===== config.mk =====
export PLATFORM = sky130hd
export DESIGN_NAME = polar_peak_clip_excess_core_flat
export DESIGN_NICKNAME = d
export VERILOG_FILES = /design/src/rtl/ppce_pkg.sv /design/src/rtl/ppce_if.sv /design/src/rtl/polar_peak_clip_excess_core.sv /design/src/rtl/ppce_front.sv /design/src/rtl/ppce_cell.sv /design/src/rtl/ppce_back.sv /design/src/flat_wrapper.sv
export VERILOG_INCLUDE_DIRS = /design/src /design/src/rtl
export SDC_FILE = /design/constraint.sdc
export NUM_CORES = 2
export LEC_CHECK = 0
export BUFFER_PORTS_ARGS = -buffer_cell sky130_fd_sc_hd__buf_4
export CORE_ASPECT_RATIO = 0.9
export CORE_MARGIN = 5
export CORE_UTILIZATION = 35
export CTS_CLUSTER_DIAMETER = 30
export CTS_CLUSTER_SIZE = 28
export DETAILED_ROUTE_END_ITERATION = 12
export SYNTH_ARGS = -nofsm -noshare
export SYNTH_HDL_FRONTEND = slang
export SYNTH_SLANG_ARGS = --single-unit

===== constraint.sdc =====
create_clock -name clk -period 6.6 [get_ports clk]
set_input_delay 0.33 -clock clk [delete_from_list [all_inputs] [get_ports clk]]
set_output_delay 0.33 -clock clk [all_outputs]
set_load 0.01 [all_outputs]

===== src/rtl/polar_peak_clip_excess_core_defines.svh =====
// ----------------------------------------------------------------------------
// Polar peak clip excess core: assertion macros
// Shared concurrent assertion macros. They compile to nothing in synthesis.
// ----------------------------------------------------------------------------
`ifndef POLAR_PEAK_CLIP_EXCESS_CORE_DEFINES_SVH
`define POLAR_PEAK_CLIP_EXCESS_CORE_DEFINES_SVH

`ifndef SYNTHESIS

// Same-cycle implication, checked on every rising edge outside reset.
`define PPCE_ASSERT_IMP(label, clk, rst_n, ante, cons, msg) \
    label: assert property (@(posedge clk) disable iff (!rst_n) (ante) |-> (cons)) \
        else $error(msg);

// Next-cycle implication, checked on every rising edge outside reset.
`define PPCE_ASSERT_NXT(label, clk, rst_n, ante, cons, msg) \
    label: assert property (@(posedge clk) disable iff (!rst_n) (ante) |=> (cons)) \
        else $error(msg);

`else

`define PPCE_ASSERT_IMP(label, clk, rst_n, ante, cons, msg)
`define PPCE_ASSERT_NXT(label, clk, rst_n, ante, cons, msg)

`endif

`endif


===== src/rtl/ppce_pkg.sv =====
// ----------------------------------------------------------------------------
// Polar peak clip excess package
// Widths, constants, direction tables and the vector beat type.
// ----------------------------------------------------------------------------
package ppce_pkg;

    localparam int SampleW  = 16;
    localparam int ThrW     = 15;
    localparam int AbsW     = SampleW + 1;
    localparam int VecW     = SampleW + 3;
    localparam int SqW      = 2 * SampleW - 1;
    localparam int ThrSqW   = 2 * ThrW;
    localparam int IdxW     = 6;
    localparam int TabDepth = 64;
    localparam int StepW    = 3;
    localparam int NumCells = 5;
    localparam int MagGain  = 311;
    localparam int MagShift = 9;
    localparam int GainW    = 10;
    localparam int MagW     = 18;
    localparam int CsW      = SampleW + 1;
    localparam int Q15Shift = 15;

    localparam logic [ThrW-1:0]   ThreshReset   = ThrW'(11626);
    localparam logic [ThrSqW-1:0] ThreshSqReset = ThrSqW'(11626 * 11626);

    localparam logic signed [SampleW-1:0] TabC [TabDepth] = '{
        -16'sd4613, 16'sd32442, 16'sd23186, 16'sd23155, 16'sd11197, 16'sd30796,
        16'sd31355, 16'sd9520, 16'sd3515, 16'sd32579, 16'sd28172, 16'sd16736,
        16'sd18433, 16'sd27092, 16'sd32733, 16'sd1509,
        -16'sd538, 16'sd32764, 16'sd25888, 16'sd20088, 16'sd14944, 16'sd29162,
        16'sd32296, 16'sd5542, 16'sd7544, 16'sd31888, 16'sd30037, 16'sd13098,
        16'sd21662, 16'sd24586, 16'sd32666, -16'sd2578,
        -16'sd2578, 16'sd32666, 16'sd24586, 16'sd21662, 16'sd13098, 16'sd30037,
        16'sd31888, 16'sd7544, 16'sd5542, 16'sd32296, 16'sd29162, 16'sd14944,
        16'sd20088, 16'sd25888, 16'sd32764, -16'sd538,
        16'sd1509, 16'sd32733, 16'sd27092, 16'sd18433, 16'sd16736, 16'sd28172,
        16'sd32579, 16'sd3515, 16'sd9520, 16'sd31355, 16'sd30796, 16'sd11197,
        16'sd23155, 16'sd23186, 16'sd32442, -16'sd4613
    };

    localparam logic signed [SampleW-1:0] TabS [TabDepth] = '{
        -16'sd32442, -16'sd4613, -16'sd23155, 16'sd23186, -16'sd30796, 16'sd11197,
        -16'sd9520, 16'sd31355, -16'sd32579, 16'sd3515, -16'sd16736, 16'sd28172,
        -16'sd27092, 16'sd18433, -16'sd1509, 16'sd32733,
        -16'sd32764, -16'sd538, -16'sd20088, 16'sd25888, -16'sd29162, 16'sd14944,
        -16'sd5542, 16'sd32296, -16'sd31888, 16'sd7544, -16'sd13098, 16'sd30037,
        -16'sd24586, 16'sd21662, 16'sd2578, 16'sd32666,
        -16'sd32666, -16'sd2578, -16'sd21662, 16'sd24586, -16'sd30037, 16'sd13098,
        -16'sd7544, 16'sd31888, -16'sd32296, 16'sd5542, -16'sd14944, 16'sd29162,
        -16'sd25888, 16'sd20088, 16'sd538, 16'sd32764,
        -16'sd32733, 16'sd1509, -16'sd18433, 16'sd27092, -16'sd28172, 16'sd16736,
        -16'sd3515, 16'sd32579, -16'sd31355, 16'sd9520, -16'sd11197, 16'sd30796,
        -16'sd23186, 16'sd23155, 16'sd4613, 16'sd32442
    };

    // One vector beat as it walks down the rotation chain.
    typedef struct packed {
        logic signed [VecW-1:0] x;
        logic signed [VecW-1:0] y;
        logic [IdxW-1:0]        idx;
        logic                   swap;
        logic                   neg_i;
        logic                   neg_q;
        logic                   last;
        logic [SqW-1:0]         re_sq;
        logic [SqW-1:0]         im_sq;
    } ppce_vec_t;

endpackage


===== src/rtl/ppce_if.sv =====
// ----------------------------------------------------------------------------
// Polar peak clip excess channel interfaces
// Sample input, result output and threshold write channels.
// ----------------------------------------------------------------------------
interface ppce_sample_if;
    logic                                  valid;
    logic                                  ready;
    logic signed [ppce_pkg::SampleW-1:0]   sample_real;
    logic signed [ppce_pkg::SampleW-1:0]   sample_imag;
    logic                                  sample_last;

    modport source (output valid, output sample_real, output sample_imag,
                    output sample_last, input ready);
    modport sink   (input valid, input sample_real, input sample_imag,
                    input sample_last, output ready);
endinterface

interface ppce_result_if;
    logic                                  valid;
    logic                                  ready;
    logic signed [ppce_pkg::SampleW-1:0]   out_real;
    logic signed [ppce_pkg::SampleW-1:0]   out_imag;
    logic                                  out_last;

    modport source (output valid, output out_real, output out_imag,
                    output out_last, input ready);
    modport sink   (input valid, input out_real, input out_imag,
                    input out_last, output ready);
endinterface

interface ppce_cfg_if;
    logic                               valid;
    logic                               ready;
    logic [ppce_pkg::ThrW-1:0]          data;

    modport source (output valid, output data, input ready);
    modport sink   (input valid, input data, output ready);
endinterface


===== src/rtl/polar_peak_clip_excess_core.sv =====
// ----------------------------------------------------------------------------
// Polar peak clip excess core
// Streams complex samples and returns the excess of each over a polar clip level.
// ----------------------------------------------------------------------------
// Pipeline: nine register stages, the front, the five cells and back stages A, B and C.
// Throughput: one sample beat per cycle while the output is not stalled; every stage
// is a register with its own valid bit, so each shift-add cell and each back-end stage
// takes a new beat every cycle unless the stage after it is full and stalled.
// A stalled output only holds the stages that are full; bubbles close up upstream.
// Reset clears all valid bits and loads the clip threshold with 11626; no clearing pass.
// ----------------------------------------------------------------------------
module polar_peak_clip_excess_core (
    input  logic            clk,
    input  logic            rst_n,
    ppce_sample_if.sink     sample,
    ppce_result_if.source   result,
    ppce_cfg_if.sink        cfg
);
    import ppce_pkg::*;

    // The data path is a straight pipeline:
    //   front  - folds the sample into the first octant: |I|+|Q| becomes X,
    //            the signed difference becomes Y, and the two squares are formed
    //            for the power test later on.
    //   cells  - five identical shift-add vectoring cells, step k shifting by k.
    //            Each one rotates (X, Y) toward the axis and records the sign of
    //            Y as one bit of the direction index.
    //   back   - scales X by 311/512 to a magnitude, looks up the unit vector
    //            from the direction index, tests power against the squared
    //            threshold, then multiplies the excess magnitude by the unit
    //            vector in Q15 and wraps to 16 bits.

    // Threshold register and its square. The square is computed from the write data so that
    // both change on the same edge. Write only while idle; the block does not enforce it.
    logic [ThrW-1:0]   thr_reg;
    logic [ThrW-1:0]   thr_next;
    logic [ThrSqW-1:0] thr_sq_reg;
    logic [ThrSqW-1:0] thr_sq_next;

    assign cfg.ready = 1'b1;

    always_comb
    begin
        thr_next    = thr_reg;
        thr_sq_next = thr_sq_reg;
        if (cfg.valid)
        begin
            thr_next    = cfg.data;
            thr_sq_next = ThrSqW'(cfg.data) * ThrSqW'(cfg.data);
        end
    end

    always_ff @(posedge clk or negedge rst_n)
    begin
        if (!rst_n)
        begin
            thr_reg    <= ThreshReset;
            thr_sq_reg <= ThreshSqReset;
        end
        else
        begin
            thr_reg    <= thr_next;
            thr_sq_reg <= thr_sq_next;
        end
    end

    // Chain links: link k carries the beat into cell k (link 0 from the front),
    // and chain_ready[k] is the ready of whoever consumes link k.
    ppce_vec_t               chain_data  [NumCells+1];
    logic [NumCells:0]       chain_valid;
    logic [NumCells:0]       chain_ready;

    ppce_front u_front (
        .clk       (clk),
        .rst_n     (rst_n),
        .sample    (sample),
        .out_valid (chain_valid[0]),
        .out_ready (chain_ready[0]),
        .out_data  (chain_data[0])
    );

    for (genvar g = 0; g < NumCells; g++)
    begin : g_cell
        ppce_cell u_cell (
            .clk       (clk),
            .rst_n     (rst_n),
            .step      (StepW'(g + 1)),
            .in_valid  (chain_valid[g]),
            .in_ready  (chain_ready[g]),
            .in_data   (chain_data[g]),
            .out_valid (chain_valid[g+1]),
            .out_ready (chain_ready[g+1]),
            .out_data  (chain_data[g+1])
        );
    end

    ppce_back u_back (
        .clk      (clk),
        .rst_n    (rst_n),
        .thr      (thr_reg),
        .thr_sq   (thr_sq_reg),
        .in_valid (chain_valid[NumCells]),
        .in_ready (chain_ready[NumCells]),
        .in_data  (chain_data[NumCells]),
        .result   (result)
    );

endmodule


===== src/rtl/ppce_front.sv =====
// ----------------------------------------------------------------------------
// Polar peak clip excess front stage
// Folds the sample into the first octant and forms the two squares.
// ----------------------------------------------------------------------------
`include "polar_peak_clip_excess_core_defines.svh"

module ppce_front (
    input  logic                  clk,
    input  logic                  rst_n,
    ppce_sample_if.sink           sample,
    output logic                  out_valid,
    input  logic                  out_ready,
    output ppce_pkg::ppce_vec_t   out_data
);
    import ppce_pkg::*;

    logic                      valid_reg;
    logic                      valid_next;
    ppce_vec_t                 data_reg;
    ppce_vec_t                 data_next;
    logic                      take;
    logic signed [AbsW-1:0]    re_ext;
    logic signed [AbsW-1:0]    im_ext;
    logic [AbsW-1:0]           abs_re;
    logic [AbsW-1:0]           abs_im;
    logic signed [2*SampleW-1:0] re_prod;
    logic signed [2*SampleW-1:0] im_prod;

    assign sample.ready = !valid_reg || out_ready;
    assign take         = sample.valid && sample.ready;

    always_comb
    begin
        re_ext  = AbsW'(sample.sample_real);
        im_ext  = AbsW'(sample.sample_imag);
        abs_re  = re_ext[AbsW-1] ? AbsW'(-re_ext) : AbsW'(re_ext);
        abs_im  = im_ext[AbsW-1] ? AbsW'(-im_ext) : AbsW'(im_ext);
        re_prod = (2*SampleW)'(sample.sample_real) * (2*SampleW)'(sample.sample_real);
        im_prod = (2*SampleW)'(sample.sample_imag) * (2*SampleW)'(sample.sample_imag);

        data_next.swap  = (abs_re <= abs_im);
        data_next.neg_i = re_ext[AbsW-1];
        data_next.neg_q = im_ext[AbsW-1];
        data_next.last  = sample.sample_last;
        data_next.x     = signed'(VecW'(abs_re) + VecW'(abs_im));
        data_next.y     = data_next.swap ? signed'(VecW'(abs_re) - VecW'(abs_im))
                                         : signed'(VecW'(abs_im) - VecW'(abs_re));
        data_next.idx   = IdxW'(1);
        data_next.re_sq = re_prod[SqW-1:0];
        data_next.im_sq = im_prod[SqW-1:0];
    end

    always_comb
    begin
        valid_next = valid_reg;
        if (sample.ready)
        begin
            valid_next = sample.valid;
        end
    end

    always_ff @(posedge clk or negedge rst_n)
    begin
        if (!rst_n)
        begin
            valid_reg <= 1'b0;
        end
        else
        begin
            valid_reg <= valid_next;
        end
    end

    always_ff @(posedge clk)
    begin
        if (take)
        begin
            data_reg <= data_next;
        end
    end

    assign out_valid = valid_reg;
    assign out_data  = data_reg;

    // After a fold with |I| <= |Q| the difference term can never be positive.
    `PPCE_ASSERT_IMP(a_front_swap_sign, clk, rst_n, valid_reg && data_reg.swap, data_reg.y[VecW-1] || (data_reg.y == '0), "front: swapped fold left a positive difference")

endmodule


===== src/rtl/ppce_cell.sv =====
// ----------------------------------------------------------------------------
// Polar peak clip excess rotation cell
// One shift-add vectoring step with its own output register.
// ----------------------------------------------------------------------------
`include "polar_peak_clip_excess_core_defines.svh"

module ppce_cell (
    input  logic                        clk,
    input  logic                        rst_n,
    input  logic [ppce_pkg::StepW-1:0]  step,
    input  logic                        in_valid,
    output logic                        in_ready,
    input  ppce_pkg::ppce_vec_t         in_data,
    output logic                        out_valid,
    input  logic                        out_ready,
    output ppce_pkg::ppce_vec_t         out_data
);
    import ppce_pkg::*;

    logic                    valid_reg;
    logic                    valid_next;
    ppce_vec_t               data_reg;
    ppce_vec_t               data_next;
    logic                    take;
    logic                    y_pos;
    logic signed [VecW-1:0]  x_sh;
    logic signed [VecW-1:0]  y_sh;

    assign in_ready = !valid_reg || out_ready;
    assign take     = in_valid && in_ready;

    always_comb
    begin
        y_pos     = !in_data.y[VecW-1];
        x_sh      = in_data.x >>> step;
        y_sh      = in_data.y >>> step;
        data_next = in_data;
        if (y_pos)
        begin
            data_next.x   = in_data.x + y_sh;
            data_next.y   = in_data.y - x_sh;
            data_next.idx = in_data.idx | (IdxW'(1) << step);
        end
        else
        begin
            data_next.x = in_data.x - y_sh;
            data_next.y = in_data.y + x_sh;
        end
    end

    always_comb
    begin
        valid_next = valid_reg;
        if (in_ready)
        begin
            valid_next = in_valid;
        end
    end

    always_ff @(posedge clk or negedge rst_n)
    begin
        if (!rst_n)
        begin
            valid_reg <= 1'b0;
        end
        else
        begin
            valid_reg <= valid_next;
        end
    end

    always_ff @(posedge clk)
    begin
        if (take)
        begin
            data_reg <= data_next;
        end
    end

    assign out_valid = valid_reg;
    assign out_data  = data_reg;

    // The first direction bit is always set and X only grows, so it never goes negative.
    `PPCE_ASSERT_IMP(a_cell_idx_lsb, clk, rst_n, valid_reg, data_reg.idx[0], "cell: direction index lost its low bit")
    `PPCE_ASSERT_IMP(a_cell_x_pos, clk, rst_n, valid_reg, !data_reg.x[VecW-1], "cell: X went negative")
    // A held beat is not dropped while the next cell is stalled.
    `PPCE_ASSERT_NXT(a_cell_hold, clk, rst_n, valid_reg && !out_ready, valid_reg, "cell: stalled beat vanished")

endmodule


===== src/rtl/ppce_back.sv =====
// ----------------------------------------------------------------------------
// Polar peak clip excess back end
// Magnitude scaling, direction lookup, threshold test and excess products.
// ----------------------------------------------------------------------------
`include "polar_peak_clip_excess_core_defines.svh"

module ppce_back (
    input  logic                         clk,
    input  logic                         rst_n,
    input  logic [ppce_pkg::ThrW-1:0]    thr,
    input  logic [ppce_pkg::ThrSqW-1:0]  thr_sq,
    input  logic                         in_valid,
    output logic                         in_ready,
    input  ppce_pkg::ppce_vec_t          in_data,
    ppce_result_if.source                result
);
    import ppce_pkg::*;

    // Stage A: scaled magnitude, unit vector and threshold decision.
    logic                     va_reg;
    logic                     va_next;
    logic                     ready_a;
    logic signed [MagW-1:0]   mag_a_reg;
    logic signed [CsW-1:0]    cs_re_a_reg;
    logic signed [CsW-1:0]    cs_im_a_reg;
    logic                     above_a_reg;
    logic                     last_a_reg;
    // Stage B: magnitude excess over the threshold.
    logic                     vb_reg;
    logic                     vb_next;
    logic                     ready_b;
    logic signed [MagW-1:0]   diff_b_reg;
    logic signed [CsW-1:0]    cs_re_b_reg;
    logic signed [CsW-1:0]    cs_im_b_reg;
    logic                     above_b_reg;
    logic                     last_b_reg;
    // Stage C: output register.
    logic                     vc_reg;
    logic                     vc_next;
    logic                     ready_c;
    logic signed [SampleW-1:0] out_re_reg;
    logic signed [SampleW-1:0] out_im_reg;
    logic                     last_c_reg;

    logic signed [VecW+GainW-1:0] mag_prod;
    logic signed [MagW-1:0]       mag_next;
    logic [SqW:0]                 sq_sum;
    logic                         above_next;
    logic signed [SampleW-1:0]    tab_re;
    logic signed [SampleW-1:0]    tab_im;
    logic signed [CsW-1:0]        cs_re_next;
    logic signed [CsW-1:0]        cs_im_next;
    logic signed [MagW-1:0]       diff_next;
    logic signed [MagW+CsW-1:0]   prod_re;
    logic signed [MagW+CsW-1:0]   prod_im;
    logic signed [SampleW-1:0]    out_re_next;
    logic signed [SampleW-1:0]    out_im_next;

    assign ready_c  = !vc_reg || result.ready;
    assign ready_b  = !vb_reg || ready_c;
    assign ready_a  = !va_reg || ready_b;
    assign in_ready = ready_a;

    always_comb
    begin
        mag_prod   = (VecW+GainW)'(in_data.x) * (VecW+GainW)'(MagGain);
        mag_next   = mag_prod[MagW+MagShift-1:MagShift];
        sq_sum     = (SqW+1)'(in_data.re_sq) + (SqW+1)'(in_data.im_sq);
        above_next = sq_sum > (SqW+1)'(thr_sq);
        tab_re     = in_data.swap ? TabS[in_data.idx] : TabC[in_data.idx];
        tab_im     = in_data.swap ? TabC[in_data.idx] : TabS[in_data.idx];
        cs_re_next = in_data.neg_i ? -CsW'(tab_re) : CsW'(tab_re);
        cs_im_next = in_data.neg_q ? -CsW'(tab_im) : CsW'(tab_im);
    end

    always_comb
    begin
        diff_next = mag_a_reg - signed'(MagW'(thr));
    end

    always_comb
    begin
        prod_re     = (MagW+CsW)'(diff_b_reg) * (MagW+CsW)'(cs_re_b_reg);
        prod_im     = (MagW+CsW)'(diff_b_reg) * (MagW+CsW)'(cs_im_b_reg);
        out_re_next = above_b_reg ? prod_re[Q15Shift+SampleW-1:Q15Shift] : '0;
        out_im_next = above_b_reg ? prod_im[Q15Shift+SampleW-1:Q15Shift] : '0;
    end

    always_comb
    begin
        va_next = ready_a ? in_valid : va_reg;
        vb_next = ready_b ? va_reg : vb_reg;
        vc_next = ready_c ? vb_reg : vc_reg;
    end

    always_ff @(posedge clk or negedge rst_n)
    begin
        if (!rst_n)
        begin
            va_reg <= 1'b0;
            vb_reg <= 1'b0;
            vc_reg <= 1'b0;
        end
        else
        begin
            va_reg <= va_next;
            vb_reg <= vb_next;
            vc_reg <= vc_next;
        end
    end

    always_ff @(posedge clk)
    begin
        if (in_valid && ready_a)
        begin
            mag_a_reg   <= mag_next;
            cs_re_a_reg <= cs_re_next;
            cs_im_a_reg <= cs_im_next;
            above_a_reg <= above_next;
            last_a_reg  <= in_data.last;
        end
        if (va_reg && ready_b)
        begin
            diff_b_reg  <= diff_next;
            cs_re_b_reg <= cs_re_a_reg;
            cs_im_b_reg <= cs_im_a_reg;
            above_b_reg <= above_a_reg;
            last_b_reg  <= last_a_reg;
        end
        if (vb_reg && ready_c)
        begin
            out_re_reg <= out_re_next;
            out_im_reg <= out_im_next;
            last_c_reg <= last_b_reg;
        end
    end

    assign result.valid    = vc_reg;
    assign result.out_real = out_re_reg;
    assign result.out_imag = out_im_reg;
    assign result.out_last = last_c_reg;

    // The scaled magnitude is never negative.
    `PPCE_ASSERT_IMP(a_back_mag_pos, clk, rst_n, va_reg, !mag_a_reg[MagW-1], "back: negative magnitude")
    // A beat at or below threshold must leave the output stage as zero.
    `PPCE_ASSERT_NXT(a_back_zero, clk, rst_n, vb_reg && ready_c && !above_b_reg, (out_re_reg == '0) && (out_im_reg == '0), "back: below-threshold beat not zeroed")

endmodule

===== src/flat_wrapper.sv =====
// flat-port wrapper written by rule: the top's interface ports become plain ports
module polar_peak_clip_excess_core_flat import ppce_pkg::*;
  (clk, rst_n, sample_valid, sample_sample_real, sample_sample_imag, sample_sample_last, sample_ready, result_valid, result_out_real, result_out_imag, result_out_last, result_ready, cfg_valid, cfg_data, cfg_ready);
  ppce_sample_if sample_i ();
  ppce_result_if result_i ();
  ppce_cfg_if cfg_i ();
  input  logic clk;
  input  logic rst_n;
  input wire logic [$bits(sample_i.valid)-1:0] sample_valid;
  input wire logic [$bits(sample_i.sample_real)-1:0] sample_sample_real;
  input wire logic [$bits(sample_i.sample_imag)-1:0] sample_sample_imag;
  input wire logic [$bits(sample_i.sample_last)-1:0] sample_sample_last;
  output wire logic [$bits(sample_i.ready)-1:0] sample_ready;
  output wire logic [$bits(result_i.valid)-1:0] result_valid;
  output wire logic [$bits(result_i.out_real)-1:0] result_out_real;
  output wire logic [$bits(result_i.out_imag)-1:0] result_out_imag;
  output wire logic [$bits(result_i.out_last)-1:0] result_out_last;
  input wire logic [$bits(result_i.ready)-1:0] result_ready;
  input wire logic [$bits(cfg_i.valid)-1:0] cfg_valid;
  input wire logic [$bits(cfg_i.data)-1:0] cfg_data;
  output wire logic [$bits(cfg_i.ready)-1:0] cfg_ready;
  assign sample_i.valid = sample_valid;
  assign sample_i.sample_real = sample_sample_real;
  assign sample_i.sample_imag = sample_sample_imag;
  assign sample_i.sample_last = sample_sample_last;
  assign sample_ready = sample_i.ready;
  assign result_valid = result_i.valid;
  assign result_out_real = result_i.out_real;
  assign result_out_imag = result_i.out_imag;
  assign result_out_last = result_i.out_last;
  assign result_i.ready = result_ready;
  assign cfg_i.valid = cfg_valid;
  assign cfg_i.data = cfg_data;
  assign cfg_ready = cfg_i.ready;
  polar_peak_clip_excess_core u_core (.clk(clk), .rst_n(rst_n), .sample(sample_i), .result(result_i), .cfg(cfg_i));
endmodule

Word-level counts from Yosys, hierarchy flattened
Memories as Yosys holds them, arrays and structs flattened. Cells that the tools add are included.

$add $sub $neg: 29. $mul: 6. Order comparisons: 3. Mux-type cells: 16. Bitwise operators: 1. Reduce and logical (&&, ||, !) cells: 27.

Operator list (number): $mux 38 (5); $mux 16 (6); $mux 17 (4); $neg 16->17 (4); $mul 16x16->31 (2); $mul 18x17->31 (2); $add 19x14->19 (2); $add 19x15->19 (2); $add 19x16->19 (2); $add 19x17->19 (2); $add 19x18->19 (2); $sub 19x14->19 (2); $sub 19x15->19 (2); $sub 19x16->19 (2); $sub 19x17->19 (2); $sub 19x18->19 (2); $sub 17x17->18 (2); $add 31x31->32 (1); $gt 32x30->1 (1); $mul 15x15->30 (1); $mul 19x10->27 const B (1); $mux 19 (1); $add 17x17->18 (1); $sub 18x16->18 (1); 6 further kinds (30).

Bits in registers: 829. Bits in read-only memories: 2048. Input bits: 53. Output and inout port bits: 36. Word-level logic and storage cells: 165. Memories: 2.

Memories: (name not given) (words 64, width 16, read ports 1, clocked after memory_dff 0, wr ports 0, RTL line ppce_back.sv:71) `tab_im = in_data.swap ? TabC[in_data.idx] : TabS[in_data.idx];`; (name not given) (words 64, width 16, read ports 1, clocked after memory_dff 0, wr ports 0, RTL line ppce_back.sv:71).

Depth between registers and ports, before layout
Depth after elaboration: 11. Gate-level depth with buffers: 26. Depth with buffers taken out: 24.

Cells and area by module
A second synthesis with hierarchy kept.

Cell total of the unflattened synthesis: 10356. Area, all modules: 104320.1 µm².

Modules (own cells, without submodules): ppce_back (times used 1, cells each 3731, area an instance 35111.2 µm², sequential area each 4309.1 µm²); ppce_cell at u_core.g_cell[0].u_cell ... (times used 4, cells each 663, area an instance 7526.0 µm², sequential area each 3328.2 µm²); ppce_front (times used 1, cells each 2489, area an instance 23552.6 µm², sequential area each 2997.9 µm²); polar_peak_clip_excess_core (times used 1, cells each 857, area an instance 8150.3 µm², sequential area each 1103.6 µm²); ppce_cell at u_core.g_cell[4].u_cell (times used 1, cells each 627, area an instance 7402.1 µm², sequential area each 3328.2 µm²).

Least setup slack after synthesis
Ideal clock, no wire load.

Path kind: flip-flop to flip-flop. Start: register u_core.g_cell[3].u_cell.valid_reg. End: register u_core.g_cell[2].u_cell.data_reg, in the netlist u_core.g_cell[2].u_cell.out_data[0] (enable). Data arrival time: 6120 ps. Path slack: -152 ps. Cell stages (with the launch flop): 2. Path buffers: 0. Cells stage by stage: dfrtp_1 -> a31oi_1.

Longest elaborated chain between the ends: 4.

RTL lines: from (decl) (RTL line ppce_cell.sv:20) `logic valid_reg;`; from (signal assigned) (RTL line ppce_cell.sv:68) `valid_reg <= valid_next;`; $logic_not 1->1 (RTL line ppce_cell.sv:29) `assign in_ready = !valid_reg || out_ready;`; $logic_or 1x1->1 (2 in a row) (RTL line ppce_cell.sv:29); $logic_and 1x1->1 (RTL line ppce_cell.sv:30) `assign take = in_valid && in_ready;`; via u_core.g_cell[2].u_cell.take (RTL line ppce_cell.sv:24) `logic take;`; to (signal assigned) (RTL line ppce_cell.sv:76) `data_reg <= data_next;`; to (decl) (RTL line ppce_cell.sv:22) `ppce_vec_t data_reg;`.

The timed path passes the listed nets, and every way through them passes these cells. A chain may end at the register's enable or synchronous reset.

Worst setup path in the final report
Start: register u_core.u_back.cs_im_b_reg[7]. End: register u_core.u_back.out_im_reg[8], in the netlist u_core.u_back.result.out_imag[8] (data pin).

Longest elaborated chain between the ends: 1.

RTL lines: from (decl) (RTL line ppce_back.sv:34) `logic signed [CsW-1:0] cs_im_b_reg;`; from (signal assigned) (RTL line ppce_back.sv:126) `cs_im_b_reg <= cs_im_a_reg;`; $mul 18x17->31 (RTL line ppce_back.sv:84) `prod_im = (MagW+CsW)'(diff_b_reg) * (MagW+CsW)'(cs_im_b_reg);`; to (signal assigned) (RTL line ppce_back.sv:133) `out_im_reg <= out_im_next;`; to (decl) (RTL line ppce_back.sv:42) `logic signed [SampleW-1:0] out_im_reg;`.

No other way between the ends.

==> run metrics <==
1st-pass router iterations=6; crit path capture=u_core.u_back.result.out_imag[8]; Area Overhead vs Synth=13.09%; Max Fclk=0.1575 GHz; Critical Path RT=7.09 ns; via count=58540; Slew headroom=0.2145; Worst Max-Slew Pin Slew=1.178 ns; crit share post-route=0.9622; CTS tree=built; Final nets=10890; kind of critical path=reg -> reg; clock tree buffer depth=3; die height=486.0 µm; Routed Antenna Nets=0; ratio of cells with drive above 1 in the final layout=0.07642; status=finished, final reports clean; minimum clock period=6.350 ns; Setup crit start=u_core.u_back.cs_im_b_reg[7]; top_reg_cell synth=edfxtp_1; FF+latch count, synth=793; Worst R2R Start=u_core.u_back.cs_im_b_reg[7]; syn_area_per_cell=10.27 µm²; num ports=89; Synth warnings=0; row cnt=174; first-pass GRT wire length=335.8 mm; initial core utilization=0.3522; final worst slack=0.2496 ns; routability congestion estimate=0.8933; DRT iter0 DRCs=3471; max reg flops=501; clock slew at reported path FFs=0.04 ns; clock tree sinks=793; Synth Instances=8576; Netlist cell types=104; routed vias/inst=4.765; Worst Clk Skew=0.06225 ns; reg-to-reg critical path endpoint=u_core.u_back.result.out_imag[8]; commonest non-fill, non-tap cell in the layout=inv_1; Synth Cell Area=88110 µm²; Final Hold Viols=0; die footprint=261900 µm²; input/output buffers=87; dpl cells=11950; Residual DRC=0; clock latency on the worst-skew pair=0.80 ns; maxcap violations=0; HP Class=in -> reg; die width=538.9 µm; Place WS=0.02654 ns; setup violators final=0; Startpoint Class=flop; reg-to-reg setup timing slack=0.25 ns; final cell count without fillers=12280; Post-synth EDFFs=741; Worst setup EP type=flop; WL/cell=16.51 µm; drt total wl=202.8 mm; RSZ-0062 raised after global routing=true; commonest cells after routing, fill and taps aside=inv_1, fa_1, ha_1; Worst EP arrival=6.85 ns; initial antenna violation count=2; Pins Over Slew Limit=0; grt total ovfl=0; sequential fraction of the synthesis area=0.2676; core area=250100 µm²; reg2reg path depth=23; worst-path fanout max=12; htree depth=4; total CTS buffers=155; asr flop ratio synth=0.06557; largest net degree at the start of global routing=81; DP HPWL=166.5 mm; vias in the first global route=62480; clock root cell=clkbuf_16; GRT Util Overall=0.1566
-- layer usage --
| layer | global-route usage | part of all wire |
|---|---|---|
| met1 | 0.2253 | 0.48 |
| met3 | 0.01852 | 0.042 |
| met4 | 0.04178 | 0.023 |
| met2 | 0.2510 | 0.45 |
| met5 | 0 | 0 |
-- cell families after synthesis --
| group | count (synthesis) | synth area share |
|---|---|---|
| buf+inv | 1937 | 0.08296 |
| other cells | 2 | 0.00008523 |
| fa+ha+maj | 2033 | 0.3935 |
| mux | 68 | 0.008563 |
| simple gates | 2217 | 0.1205 |
| compound gates | 973 | 0.07178 |
| xor+xnor | 553 | 0.05497 |
| flops | 793 | 0.2676 |
-- area by class of cell --
type / count / area [µm²]
multi-input combinational: 5848 / 57350
inverter: 1690 / 6344
antenna: 3 / 7.507
sequential: 793 / 23580
clock buffer: 175 / 4004
tap: 3344 / 4184
fill: 24030 / 150500
timing repair buffer: 315 / 2590
clock inverter: 116 / 1582
-- worst max-delay path, cell delays in order (launching register included) --
cell and delay [ns]:
edfxtp_1 0.47, buf_4 0.22, and2_1 0.17, fa_1 0.47
inv_1 0.05, fa_1 0.46, fa_1 0.52, inv_1 0.06
fa_1 0.49, fa_1 0.49, inv_1 0.05, fa_1 0.48
inv_1 0.04, ha_1 0.26, o21ai_0 0.17, nand2b_1 0.11
and3_1 0.22, a221oi_4 0.21, buf_4 0.19, o21ai_2 0.09
o41ai_4 0.37, o21bai_1 0.18, a21o_1 0.21, mux2i_1 0.11
-- per-stage QoR --
stage | cell area [µm²] | setup TNS (ns) | hold WS [ns] | util
finish | 99640 | 0 | 0.06971 | 0.3983
global route | 99640 | -0.06163 | 0.07261 | 0.3983
CTS | 99380 | 0 | 0.02297 | 0.3973
detailed placement | 93610 | 0 | 0.4045 | 0.3742
global placement | 93610 | 0 | 0.4012 | 0.3742
floorplan | 88120 | 0 | 0.03441 | -
-- synthesized netlist by cell type (10+ instances only) --
master       n  area [µm²]
fa_1      1230       24620
nor4_1      20       125.1
or2_2       23       143.9
nand2_1    711        2669
a211oi_1    32       240.2
a21oi_1    291        1456
dfstp_2     22       578.1
mux2i_1     45       450.4
o211ai_1    24       180.2
xor2_1     151        1323
and3_1      50       312.8
mux2_2      19       214.0
o21a_1      53       397.9
buf_1       15       56.30
o31ai_1     23       172.7
edfxtp_1   741       22250
or3_1       35       219.0
dfrtp_1     30       750.7
o21ai_1     15       75.07
nor3b_1     10       75.07
clkbuf_1   212       795.8
nor2b_1     67       419.2
nand3_1     84       420.4
a21o_1      97       728.2
buf_2       16       80.08
xnor2_1    402        3521
nor3_1     163       815.8
a31oi_1     34       212.7
o41ai_1     20       175.2
a31o_2      13       113.9
o21ai_0    200        1001
o21bai_1    37       277.8
nand4_1     15       93.84
nand2b_1    60       375.4
ha_1       803       10050
nor2_1     509        1911
or4_1       12       90.09
and2_1     426        2665
inv_1     1679        6302
-- worst min path at each step --
stage / cells after the start / endpoint / from
floorplan: 0 / u_core.g_cell[0].u_cell.out_valid / rst_n
global placement: 0 / u_core.g_cell[3].u_cell.out_data[62] / u_core.g_cell[2].u_cell.out_data[62]
detailed placement: 0 / u_core.g_cell[0].u_cell.out_data[13] / u_core.u_front.out_data[13]
CTS: 4 / u_core.u_back.vb_reg / result_ready
global route: 2 / u_core.u_front.out_data[31] / sample_sample_real[0]
finish: 4 / u_core.u_back.vb_reg / result_ready
-- what timing repair did --
action                                  in CTS  in global routing
resized for setup                            0                 19
hold buffers                                19                  0
endpoints found under the setup margin       0                 19
endpoints found under the hold margin       49                  0
setup buffers                                0                 18
Power is not shown: default switching activity piles up to over one toggle a cycle in this logic, so the estimate is an artifact.
